==> config.mk <==
export PLATFORM = sky130hd
export DESIGN_NAME = parallel_port_interface_adapter
export DESIGN_NICKNAME = d
export VERILOG_FILES = /design/src/rtl/pia_pkg.sv /design/src/rtl/parallel_port_interface_adapter.sv /design/src/rtl/pia_side.sv
export SDC_FILE = /design/constraint.sdc
export NUM_CORES = 1
export LEC_CHECK = 0
export BUFFER_PORTS_ARGS = -buffer_cell sky130_fd_sc_hd__buf_4
export CAP_MARGIN = 20
export CORE_MARGIN = 1.5
export CORE_UTILIZATION = 56
export DETAILED_ROUTE_END_ITERATION = 7
export PLACE_DENSITY = 0.8
export SYNTH_ARGS = -nofsm -noshare
export SYNTH_HDL_FRONTEND = slang
export SYNTH_SLANG_ARGS = --single-unit
==> constraint.sdc <==
create_clock -name clk -period 3.3 [get_ports clk]
set_input_delay 0.165 -clock clk [delete_from_list [all_inputs] [get_ports clk]]
set_output_delay 0.165 -clock clk [all_outputs]
set_load 0.01 [all_outputs]
==> src/rtl/pia_pkg.sv <==
// ----------------------------------------------------------------------------
// pia_pkg: shared types and constants
// Item layouts, event and register-select codes and control-bit positions for
// the parallel port interface adapter.
// ----------------------------------------------------------------------------
package pia_pkg;

    typedef enum logic [1:0] {
        ACT_RESET   = 2'd0,
        ACT_RISE    = 2'd1,
        ACT_FALL    = 2'd2,
        ACT_UNUSED  = 2'd3
    } pia_action_t;

    typedef enum logic [1:0] {
        RS_PORT_A   = 2'd0,
        RS_CTRL_A   = 2'd1,
        RS_PORT_B   = 2'd2,
        RS_CTRL_B   = 2'd3
    } pia_rs_t;

    // control register bit positions
    localparam int CR_IRQ1_EN   = 0;
    localparam int CR_CL1_RISE  = 1;
    localparam int CR_OUT_SEL   = 2;
    localparam int CR_B3        = 3;
    localparam int CR_B4        = 4;
    localparam int CR_CL2_OUT   = 5;
    localparam int CR_IRQ2_FLAG = 6;
    localparam int CR_IRQ1_FLAG = 7;

    localparam logic [7:0] CR_KEEP_MASK  = 8'b1100_0000;
    localparam logic [7:0] CR_WRITE_MASK = 8'b0011_1111;

    typedef struct packed {
        logic [1:0] action;
        logic       chip_selected;
        logic       read_not_write;
        logic [1:0] reg_select;
        logic [7:0] write_data;
        logic [7:0] port_a_pins;
        logic [7:0] port_b_pins;
        logic       ca1_level;
        logic       ca2_level;
        logic       cb1_level;
        logic       cb2_level;
    } pia_in_t;

    typedef struct packed {
        logic [7:0] read_data;
        logic       drive_bus;
        logic       irq_a_n;
        logic       irq_b_n;
        logic       ca2_out;
        logic       ca2_drive;
        logic       cb2_out;
        logic       cb2_drive;
        logic [7:0] port_a_value;
        logic [7:0] port_a_dir;
        logic [7:0] port_b_value;
        logic [7:0] port_b_dir;
    } pia_out_t;

    // per-port event decoded from one input item
    typedef struct packed {
        logic       clear;
        logic       falling;
        logic       ctrl_wr;
        logic [7:0] wr_data;
        logic       port_rd;
        logic       strobe;
        logic       l1;
        logic       l2;
        logic       p1;
        logic       p2;
    } pia_evt_t;

    // per-port state
    typedef struct packed {
        logic [7:0] ctrl;
        logic       level;
        logic       irq_n;
    } pia_side_t;

endpackage

==> src/rtl/parallel_port_interface_adapter.sv <==
// ----------------------------------------------------------------------------
// parallel_port_interface_adapter: two-port peripheral interface adapter
// Each item is one bus event (reset, enable rise, enable fall); each item
// yields one result with bus data, IRQ lines, CA2/CB2 and port registers.
// ----------------------------------------------------------------------------
//  channel  | signals                               | payload
//  ---------+---------------------------------------+------------------
//  input    | in_valid, in_ready, in_data           | pia_pkg::pia_in_t
//  output   | out_valid, out_ready, out_data        | pia_pkg::pia_out_t
//
//  One item per cycle while no result waits with out_ready low: state and
//  the result register update at the accept edge, the result shows after it.
//  The single result register sets the rate; it refills in the cycle it is
//  taken, so in_ready drops only while a result waits with out_ready low.
//  rst_n clears the adapter state and the result valid flag; the control
//  registers and IRQ lines also follow the reset event of the item stream.
// ----------------------------------------------------------------------------
module parallel_port_interface_adapter (
    input  logic               clk,
    input  logic               rst_n,
    input  logic               in_valid,
    output logic               in_ready,
    input  pia_pkg::pia_in_t   in_data,
    output logic               out_valid,
    input  logic               out_ready,
    output pia_pkg::pia_out_t  out_data
);

    logic [7:0] out_a_reg, out_a_next;
    logic [7:0] dir_a_reg, dir_a_next;
    logic [7:0] out_b_reg, out_b_next;
    logic [7:0] dir_b_reg, dir_b_next;
    logic [3:0] prev_reg, prev_next;
    pia_pkg::pia_side_t side_a_reg, side_a_next;
    pia_pkg::pia_side_t side_b_reg, side_b_next;
    pia_pkg::pia_out_t  res_reg, res_next;
    logic               valid_reg;

    pia_pkg::pia_evt_t evt_a;
    pia_pkg::pia_evt_t evt_b;
    logic       accept;
    logic       is_rise;
    logic       is_fall;
    logic       is_clear;
    logic       rd_acc;
    logic       wr_acc;
    logic       rd_a;
    logic       rd_b;
    logic       wr_b;
    logic [7:0] rdata;

    assign in_ready  = !valid_reg || out_ready;
    assign accept    = in_valid && in_ready;
    assign out_valid = valid_reg;
    assign out_data  = res_reg;

    assign is_clear = (in_data.action == pia_pkg::ACT_RESET);
    assign is_rise  = (in_data.action == pia_pkg::ACT_RISE);
    assign is_fall  = (in_data.action == pia_pkg::ACT_FALL);
    assign rd_acc   = (is_rise || is_fall) && in_data.chip_selected && in_data.read_not_write;
    assign wr_acc   = is_fall && in_data.chip_selected && !in_data.read_not_write;

    // register read from the state before this item
    always_comb
    begin
        rdata = 8'h00;
        rd_a  = 1'b0;
        rd_b  = 1'b0;
        unique case (pia_pkg::pia_rs_t'(in_data.reg_select))
            pia_pkg::RS_PORT_A:
            begin
                if (side_a_reg.ctrl[pia_pkg::CR_OUT_SEL])
                begin
                    rdata = in_data.port_a_pins;
                    rd_a  = 1'b1;
                end
                else
                begin
                    rdata = dir_a_reg;
                end
            end
            pia_pkg::RS_CTRL_A: rdata = side_a_reg.ctrl;
            pia_pkg::RS_PORT_B:
            begin
                if (side_b_reg.ctrl[pia_pkg::CR_OUT_SEL])
                begin
                    rdata = in_data.port_b_pins;
                    rd_b  = 1'b1;
                end
                else
                begin
                    rdata = dir_b_reg;
                end
            end
            pia_pkg::RS_CTRL_B: rdata = side_b_reg.ctrl;
            default:            rdata = 8'h00;
        endcase
    end

    assign wr_b = wr_acc && (in_data.reg_select == pia_pkg::RS_PORT_B) &&
                  side_b_reg.ctrl[pia_pkg::CR_OUT_SEL];

    always_comb
    begin
        evt_a.clear   = is_clear;
        evt_a.falling = is_fall;
        evt_a.ctrl_wr = wr_acc && (in_data.reg_select == pia_pkg::RS_CTRL_A);
        evt_a.wr_data = in_data.write_data;
        evt_a.port_rd = is_fall && rd_acc && rd_a;
        evt_a.strobe  = is_fall && rd_acc && rd_a;
        evt_a.l1      = in_data.ca1_level;
        evt_a.l2      = in_data.ca2_level;
        evt_a.p1      = prev_reg[0];
        evt_a.p2      = prev_reg[1];

        evt_b.clear   = is_clear;
        evt_b.falling = is_fall;
        evt_b.ctrl_wr = wr_acc && (in_data.reg_select == pia_pkg::RS_CTRL_B);
        evt_b.wr_data = in_data.write_data;
        evt_b.port_rd = is_fall && rd_acc && rd_b;
        evt_b.strobe  = wr_b;
        evt_b.l1      = in_data.cb1_level;
        evt_b.l2      = in_data.cb2_level;
        evt_b.p1      = prev_reg[2];
        evt_b.p2      = prev_reg[3];
    end

    pia_side u_side_a (
        .cur (side_a_reg),
        .evt (evt_a),
        .nxt (side_a_next)
    );

    pia_side u_side_b (
        .cur (side_b_reg),
        .evt (evt_b),
        .nxt (side_b_next)
    );

    always_comb
    begin
        out_a_next = out_a_reg;
        dir_a_next = dir_a_reg;
        out_b_next = out_b_reg;
        dir_b_next = dir_b_reg;
        prev_next  = prev_reg;
        if (is_clear)
        begin
            out_a_next = 8'h00;
            dir_a_next = 8'h00;
            out_b_next = 8'h00;
            dir_b_next = 8'h00;
        end
        else if (is_fall)
        begin
            prev_next = {in_data.cb2_level, in_data.cb1_level,
                         in_data.ca2_level, in_data.ca1_level};
            if (wr_acc && (in_data.reg_select == pia_pkg::RS_PORT_A))
            begin
                if (side_a_reg.ctrl[pia_pkg::CR_OUT_SEL])
                begin
                    out_a_next = in_data.write_data;
                end
                else
                begin
                    dir_a_next = in_data.write_data;
                end
            end
            if (wr_acc && (in_data.reg_select == pia_pkg::RS_PORT_B))
            begin
                if (side_b_reg.ctrl[pia_pkg::CR_OUT_SEL])
                begin
                    out_b_next = in_data.write_data;
                end
                else
                begin
                    dir_b_next = in_data.write_data;
                end
            end
        end
    end

    always_comb
    begin
        res_next.read_data    = rd_acc ? rdata : 8'h00;
        res_next.drive_bus    = rd_acc;
        res_next.irq_a_n      = side_a_next.irq_n;
        res_next.irq_b_n      = side_b_next.irq_n;
        res_next.ca2_drive    = side_a_next.ctrl[pia_pkg::CR_CL2_OUT];
        res_next.ca2_out      = side_a_next.ctrl[pia_pkg::CR_CL2_OUT] && side_a_next.level;
        res_next.cb2_drive    = side_b_next.ctrl[pia_pkg::CR_CL2_OUT];
        res_next.cb2_out      = side_b_next.ctrl[pia_pkg::CR_CL2_OUT] && side_b_next.level;
        res_next.port_a_value = out_a_next;
        res_next.port_a_dir   = dir_a_next;
        res_next.port_b_value = out_b_next;
        res_next.port_b_dir   = dir_b_next;
    end

    always_ff @(posedge clk or negedge rst_n)
    begin
        if (!rst_n)
        begin
            out_a_reg        <= 8'h00;
            dir_a_reg        <= 8'h00;
            out_b_reg        <= 8'h00;
            dir_b_reg        <= 8'h00;
            prev_reg         <= 4'h0;
            side_a_reg.ctrl  <= 8'h00;
            side_a_reg.level <= 1'b0;
            side_a_reg.irq_n <= 1'b1;
            side_b_reg.ctrl  <= 8'h00;
            side_b_reg.level <= 1'b0;
            side_b_reg.irq_n <= 1'b1;
            valid_reg        <= 1'b0;
        end
        else
        begin
            if (accept)
            begin
                out_a_reg  <= out_a_next;
                dir_a_reg  <= dir_a_next;
                out_b_reg  <= out_b_next;
                dir_b_reg  <= dir_b_next;
                prev_reg   <= prev_next;
                side_a_reg <= side_a_next;
                side_b_reg <= side_b_next;
                valid_reg  <= 1'b1;
            end
            else if (out_ready)
            begin
                valid_reg <= 1'b0;
            end
        end
    end

    // result payload
    always_ff @(posedge clk)
    begin
        if (accept)
        begin
            res_reg <= res_next;
        end
    end

    a_bus_quiet: assert property (@(posedge clk) disable iff (!rst_n)
        (out_valid && !out_data.drive_bus) |-> (out_data.read_data == 8'h00))
        else $error("read_data not zero while bus is not driven");

    a_cl2_quiet: assert property (@(posedge clk) disable iff (!rst_n)
        out_valid |-> ((out_data.ca2_drive || !out_data.ca2_out) &&
                       (out_data.cb2_drive || !out_data.cb2_out)))
        else $error("CL2 level shown while not in output mode");

    a_reset_evt: assert property (@(posedge clk) disable iff (!rst_n)
        (accept && is_clear) |=> ((side_a_reg.ctrl == 8'h00) &&
                                  (side_b_reg.ctrl == 8'h00) &&
                                  side_a_reg.irq_n && side_b_reg.irq_n))
        else $error("reset item did not clear control state");

    a_irq2_out_mode: assert property (@(posedge clk) disable iff (!rst_n)
        (!(side_a_reg.ctrl[pia_pkg::CR_CL2_OUT] && side_a_reg.ctrl[pia_pkg::CR_IRQ2_FLAG]) &&
         !(side_b_reg.ctrl[pia_pkg::CR_CL2_OUT] && side_b_reg.ctrl[pia_pkg::CR_IRQ2_FLAG])))
        else $error("IRQ2 flag set while CL2 is an output");

endmodule

==> src/rtl/pia_side.sv <==
// ----------------------------------------------------------------------------
// pia_side: control logic of one port
// Control write, CL1/CL2 edge detection, IRQ flags, IRQ line and CL2 output.
// ----------------------------------------------------------------------------
module pia_side (
    input  pia_pkg::pia_side_t cur,
    input  pia_pkg::pia_evt_t  evt,
    output pia_pkg::pia_side_t nxt
);

    logic [7:0] c_w;
    logic [7:0] c_f;
    logic       lvl_w;
    logic       lvl_n;
    logic       t1;
    logic       t2;
    logic       irq;

    always_comb
    begin
        c_w = evt.ctrl_wr ? ((cur.ctrl & pia_pkg::CR_KEEP_MASK) |
                             (evt.wr_data & pia_pkg::CR_WRITE_MASK)) : cur.ctrl;
        lvl_w = cur.level;
        // pulse or handshake mode selected: raise CL2 first
        if (evt.ctrl_wr && c_w[pia_pkg::CR_CL2_OUT] && !c_w[pia_pkg::CR_B4])
        begin
            lvl_w = 1'b1;
        end

        t1 = c_w[pia_pkg::CR_CL1_RISE] ? (evt.l1 && !evt.p1) : (!evt.l1 && evt.p1);
        t2 = !c_w[pia_pkg::CR_CL2_OUT] &&
             (c_w[pia_pkg::CR_B4] ? (evt.l2 && !evt.p2) : (!evt.l2 && evt.p2));

        c_f = c_w;
        if (evt.port_rd)
        begin
            c_f[pia_pkg::CR_IRQ1_FLAG] = 1'b0;
            c_f[pia_pkg::CR_IRQ2_FLAG] = 1'b0;
        end
        if (t1)
        begin
            c_f[pia_pkg::CR_IRQ1_FLAG] = 1'b1;
        end
        if (t2)
        begin
            c_f[pia_pkg::CR_IRQ2_FLAG] = 1'b1;
        end
        if (c_f[pia_pkg::CR_CL2_OUT])
        begin
            c_f[pia_pkg::CR_IRQ2_FLAG] = 1'b0;
        end

        if (!c_f[pia_pkg::CR_CL2_OUT])
        begin
            lvl_n = lvl_w;
        end
        else if (c_f[pia_pkg::CR_B4])
        begin
            lvl_n = c_f[pia_pkg::CR_B3];
        end
        else if (evt.strobe)
        begin
            lvl_n = 1'b0;
        end
        else if (c_f[pia_pkg::CR_B3])
        begin
            lvl_n = 1'b1;
        end
        else
        begin
            lvl_n = lvl_w | t1;
        end

        irq = (c_f[pia_pkg::CR_IRQ1_FLAG] && c_f[pia_pkg::CR_IRQ1_EN]) ||
              (c_f[pia_pkg::CR_IRQ2_FLAG] && c_f[pia_pkg::CR_B3]);

        if (evt.clear)
        begin
            nxt.ctrl  = 8'h00;
            nxt.level = cur.level;
            nxt.irq_n = 1'b1;
        end
        else if (evt.falling)
        begin
            nxt.ctrl  = c_f;
            nxt.level = lvl_n;
            nxt.irq_n = !irq;
        end
        else
        begin
            nxt = cur;
        end
    end

endmodule
==> impl_results.md <==
- Outcome: complete, no violations
- Power Total: 2.737 mW
- FP Rows: 34
- Num CTS Buffers: 9
- Via count: 4320
- CTS Buffer Depth: 2
- I/O pin total: a little under 90
- Critical Path RT: 3440 ps
- Routability cong.: roughly 0.9
- Total track usage: 0.2935
- Largest register FFs: 47
- DRC: 0
- Detailed placement HPWL: ~9.4 mm
- Setup TNS: 0 ps
- Critical path type: in -> reg
- Post-synth top flop: dfrtp_1
- Initial antenna violation count: 0
- Combinational group share of total power: 0.146
- Share of power burned in registers: 0.545
- Clock power share: 0.309
- Fmax achieved: roughly 450 MHz
- #FFs+latches synth: between 100 and 150
- CP top delay family: simple AND/OR/NAND/NOR gates
- N_diodes: 0
- Number of synthesized flops with an enable pin: 47
- DRT Pass-1 Iters: 5
- Clock Skew: approximately 4.8 ps
- CTS root buf: clkbuf_8
- Syn Std Cell Area: between 5000 and 6000 µm²
- Mapped Cells: 530
- Crit end category: flop
- Min-delay worst type: in -> reg
- Final wirelength: about 14 mm
- Remaining antenna violation count: 0
- Netlist cell types: between 50 and 60
- Post-cts resize count: 0
- Post-Syn Nets: 570
- Chip Width: about 99 µm
- Vias/cell: roughly 6.0
- Fillers: roughly 700
- Post-synthesis sequential area ratio: 0.5495
- Die ar.: 9815 µm²
- Number of global-route vias before repair: 4172
- Place WS: between 700 and 800 ps
- Wire per inst: approximately 19 µm
- CTS tree: built
- Net Sw Power: between 0.7 and 0.8 mW
- Final worst slack: about 1100 ps
- Largest net degree at the start of global routing: slightly below 90
- Worst-Margin Slew: 905.2 ps
- Startpoint types: primary input
- Asr flop ratio synth: 0.5481
- Crit-path cells: buf_4 -> inv_1 -> ha_1 -> and4b_1 -> buf_4 -> and3_4 -> or4b_4 -> a32oi_1 -> a31oi_1 -> a211o_1
- Worst path max stage delay: 480 ps
- Crit-path max FO: 7
- Period Utilization, post-route: 0.6661
- Final Max Tran Viols: 0
- Synth-to-Final Area Change: 18.62%
- Clk Latency, worst-skew pair: between 300 and 400 ps
- Most frequent cells in the layout: nand2_1 (154), buf_4 (95), dfrtp_1 (55), edfxtp_1 (47), mux2i_1 (45)
- CTS Hold Bufs: 3
- RSZ-0062 raised after global routing: no
- Most used cell, CP: buf_4
- Die H: approximately 99 µm
- Worst hold margin: ~30 ps
- Switching Share: 0.2802
- Slowest stage cell, crit path: or4b_4
- Total gr overflow: 0
- Clock Pin Slew Worst Setup and Hold Paths: around 100 ps
- Final hold viol count: 0
- Yosys Warn Count: 0
- Postcts setup bufs: 0
- Commonest non-fill, non-tap cell in the layout: nand2_1
- Total of max-cap violations: 0
- Max-Slew Margin vs Limit: 0.3901
- DR iter-0 viols: around 310
- CTS sink cnt: roughly 100
- # setup viols final: 0
- CP arrival: roughly 2300 ps
- Fin crit period: approximately 2200 ps
- Fraction of layout cells with a size suffix above 1: 0.2029
- Avg Cell Area, Syn: about 10 µm²
- Buf/Inv on CP: 3
- Final nets: about 650
- Core area: 8848 µm²
- Total number of H-tree levels: 3
- Pwr dens: between 400 and 500 nW/µm²
- IO Port Bufs: 86
- Int Power: around 2.0 mW
- Initial Utilization: 0.5841
- Leakage: about 2.9 nW
- First-pass GRT wire length: between 20 and 25 mm
- Maximum VDD drop: 0.2369 mV
[cell usage after synthesis (all sizes together) (3+ instances only)]
library cell    n  area (µm²)
a22o            3       26.28
inv            11       41.29
nand2         154       578.1
mux2i          45       450.4
nand4           3       18.77
a22oi           5       37.54
o21ai          19       95.09
edfxtp         47        1411
dfrtp          55        1376
a21oi          25       125.1
clkbuf         26       97.59
a211oi          8       60.06
nand3b          4       30.03
nor2b           3       18.77
nor3            3       15.01
o31ai           3       22.52
nand2b          7       43.79
nand3          12       60.06
o311ai          4       35.04
a32oi           3       26.28
nor2           39       146.4
buf             8       47.54
a21o            3       22.52
and3            5       36.28
and2b           3       22.52
mux2            3       33.78
[worst reg2reg max path: cells and delay by family, from the launching register on]
kind | cells | cell delay (ps)
AO/OA/AOI/OAI | 3 | 860
buffers and inverters | 1 | 230
flip-flops | 1 | 400
AND/OR/NAND/NOR | 2 | 540
[worst paths after layout]
check / start / endpoint / slack, ps / cells past startpoint
min: in_data[1] / prev_reg[2] / 30 / 3
max reg2reg: out_valid / side_b_reg[5] / 1180 / 6
min reg2reg: out_b_reg[7] / out_b_reg[7] / 490 / 2
min in group asynchronous: rst_n / dir_b_reg[3] / 400 / 2
max: in_data[32] / out_data[37] / 1100 / 10
max in group asynchronous: rst_n / out_a_reg[7] / 2400 / 2
[final cells by class]
type / count / area [µm²] / share of cell area
inverter: 11 / 41.29 / 0.006735
clock buffer: 9 / 123.9 / 0.02020
timing repair buffer: 99 / 763.2 / 0.1245
clock inverter: 7 / 85.08 / 0.01388
tap: 108 / 135.1 / 0.02204
multi-input combinational: 381 / 2142 / 0.3494
sequential: 104 / 2840 / 0.4633
[power groups by stage]
stage	Combinational [mW]	Clock, mW	Sequential [mW]
2_1_floorplan	0.210	0	1.52
3_3_place_gp	0.387	0	1.51
3_5_place_dp	0.394	0	1.52
4_1_cts	0.399	0.858	1.49
5_1_grt	0.435	0.904	1.50
6_report	0.400	0.845	1.49
[stage by stage]
step | instance area [µm²] | instances | util
floorplan | 5169 | 530 | -
global placement | 5892 | 700 | 0.6659
detailed placement | 5892 | 700 | 0.6659
CTS | 6131 | 719 | 0.6929
global route | 6131 | 719 | 0.6929
finish | 6131 | 719 | 0.6929
[cell families (layout without fill, tap and decap cells)]
logic type	count (synthesis)	in the layout	share of synthesized area
AOI/OAI and AO/OA	90	90	0.1138
muxes	48	48	0.09368
buffers and inverters	45	126	0.03607
DFF	104	104	0.5495
adders and majority gates	2	2	0.004841
and+or+nand+nor	241	241	0.2021
[per-layer routing]
metal,share of wire,up-vias,track usage,wire [µm]
met2,0.47,199,0.4546,6450
met4,0.017,0,0.09967,238
met1,0.43,2102,0.4139,5978
li1,-,1999,-,-
met3,0.080,20,0.06454,1107
met5,0,-,0,0
Note: power is estimated with default switching activity, not from simulation.
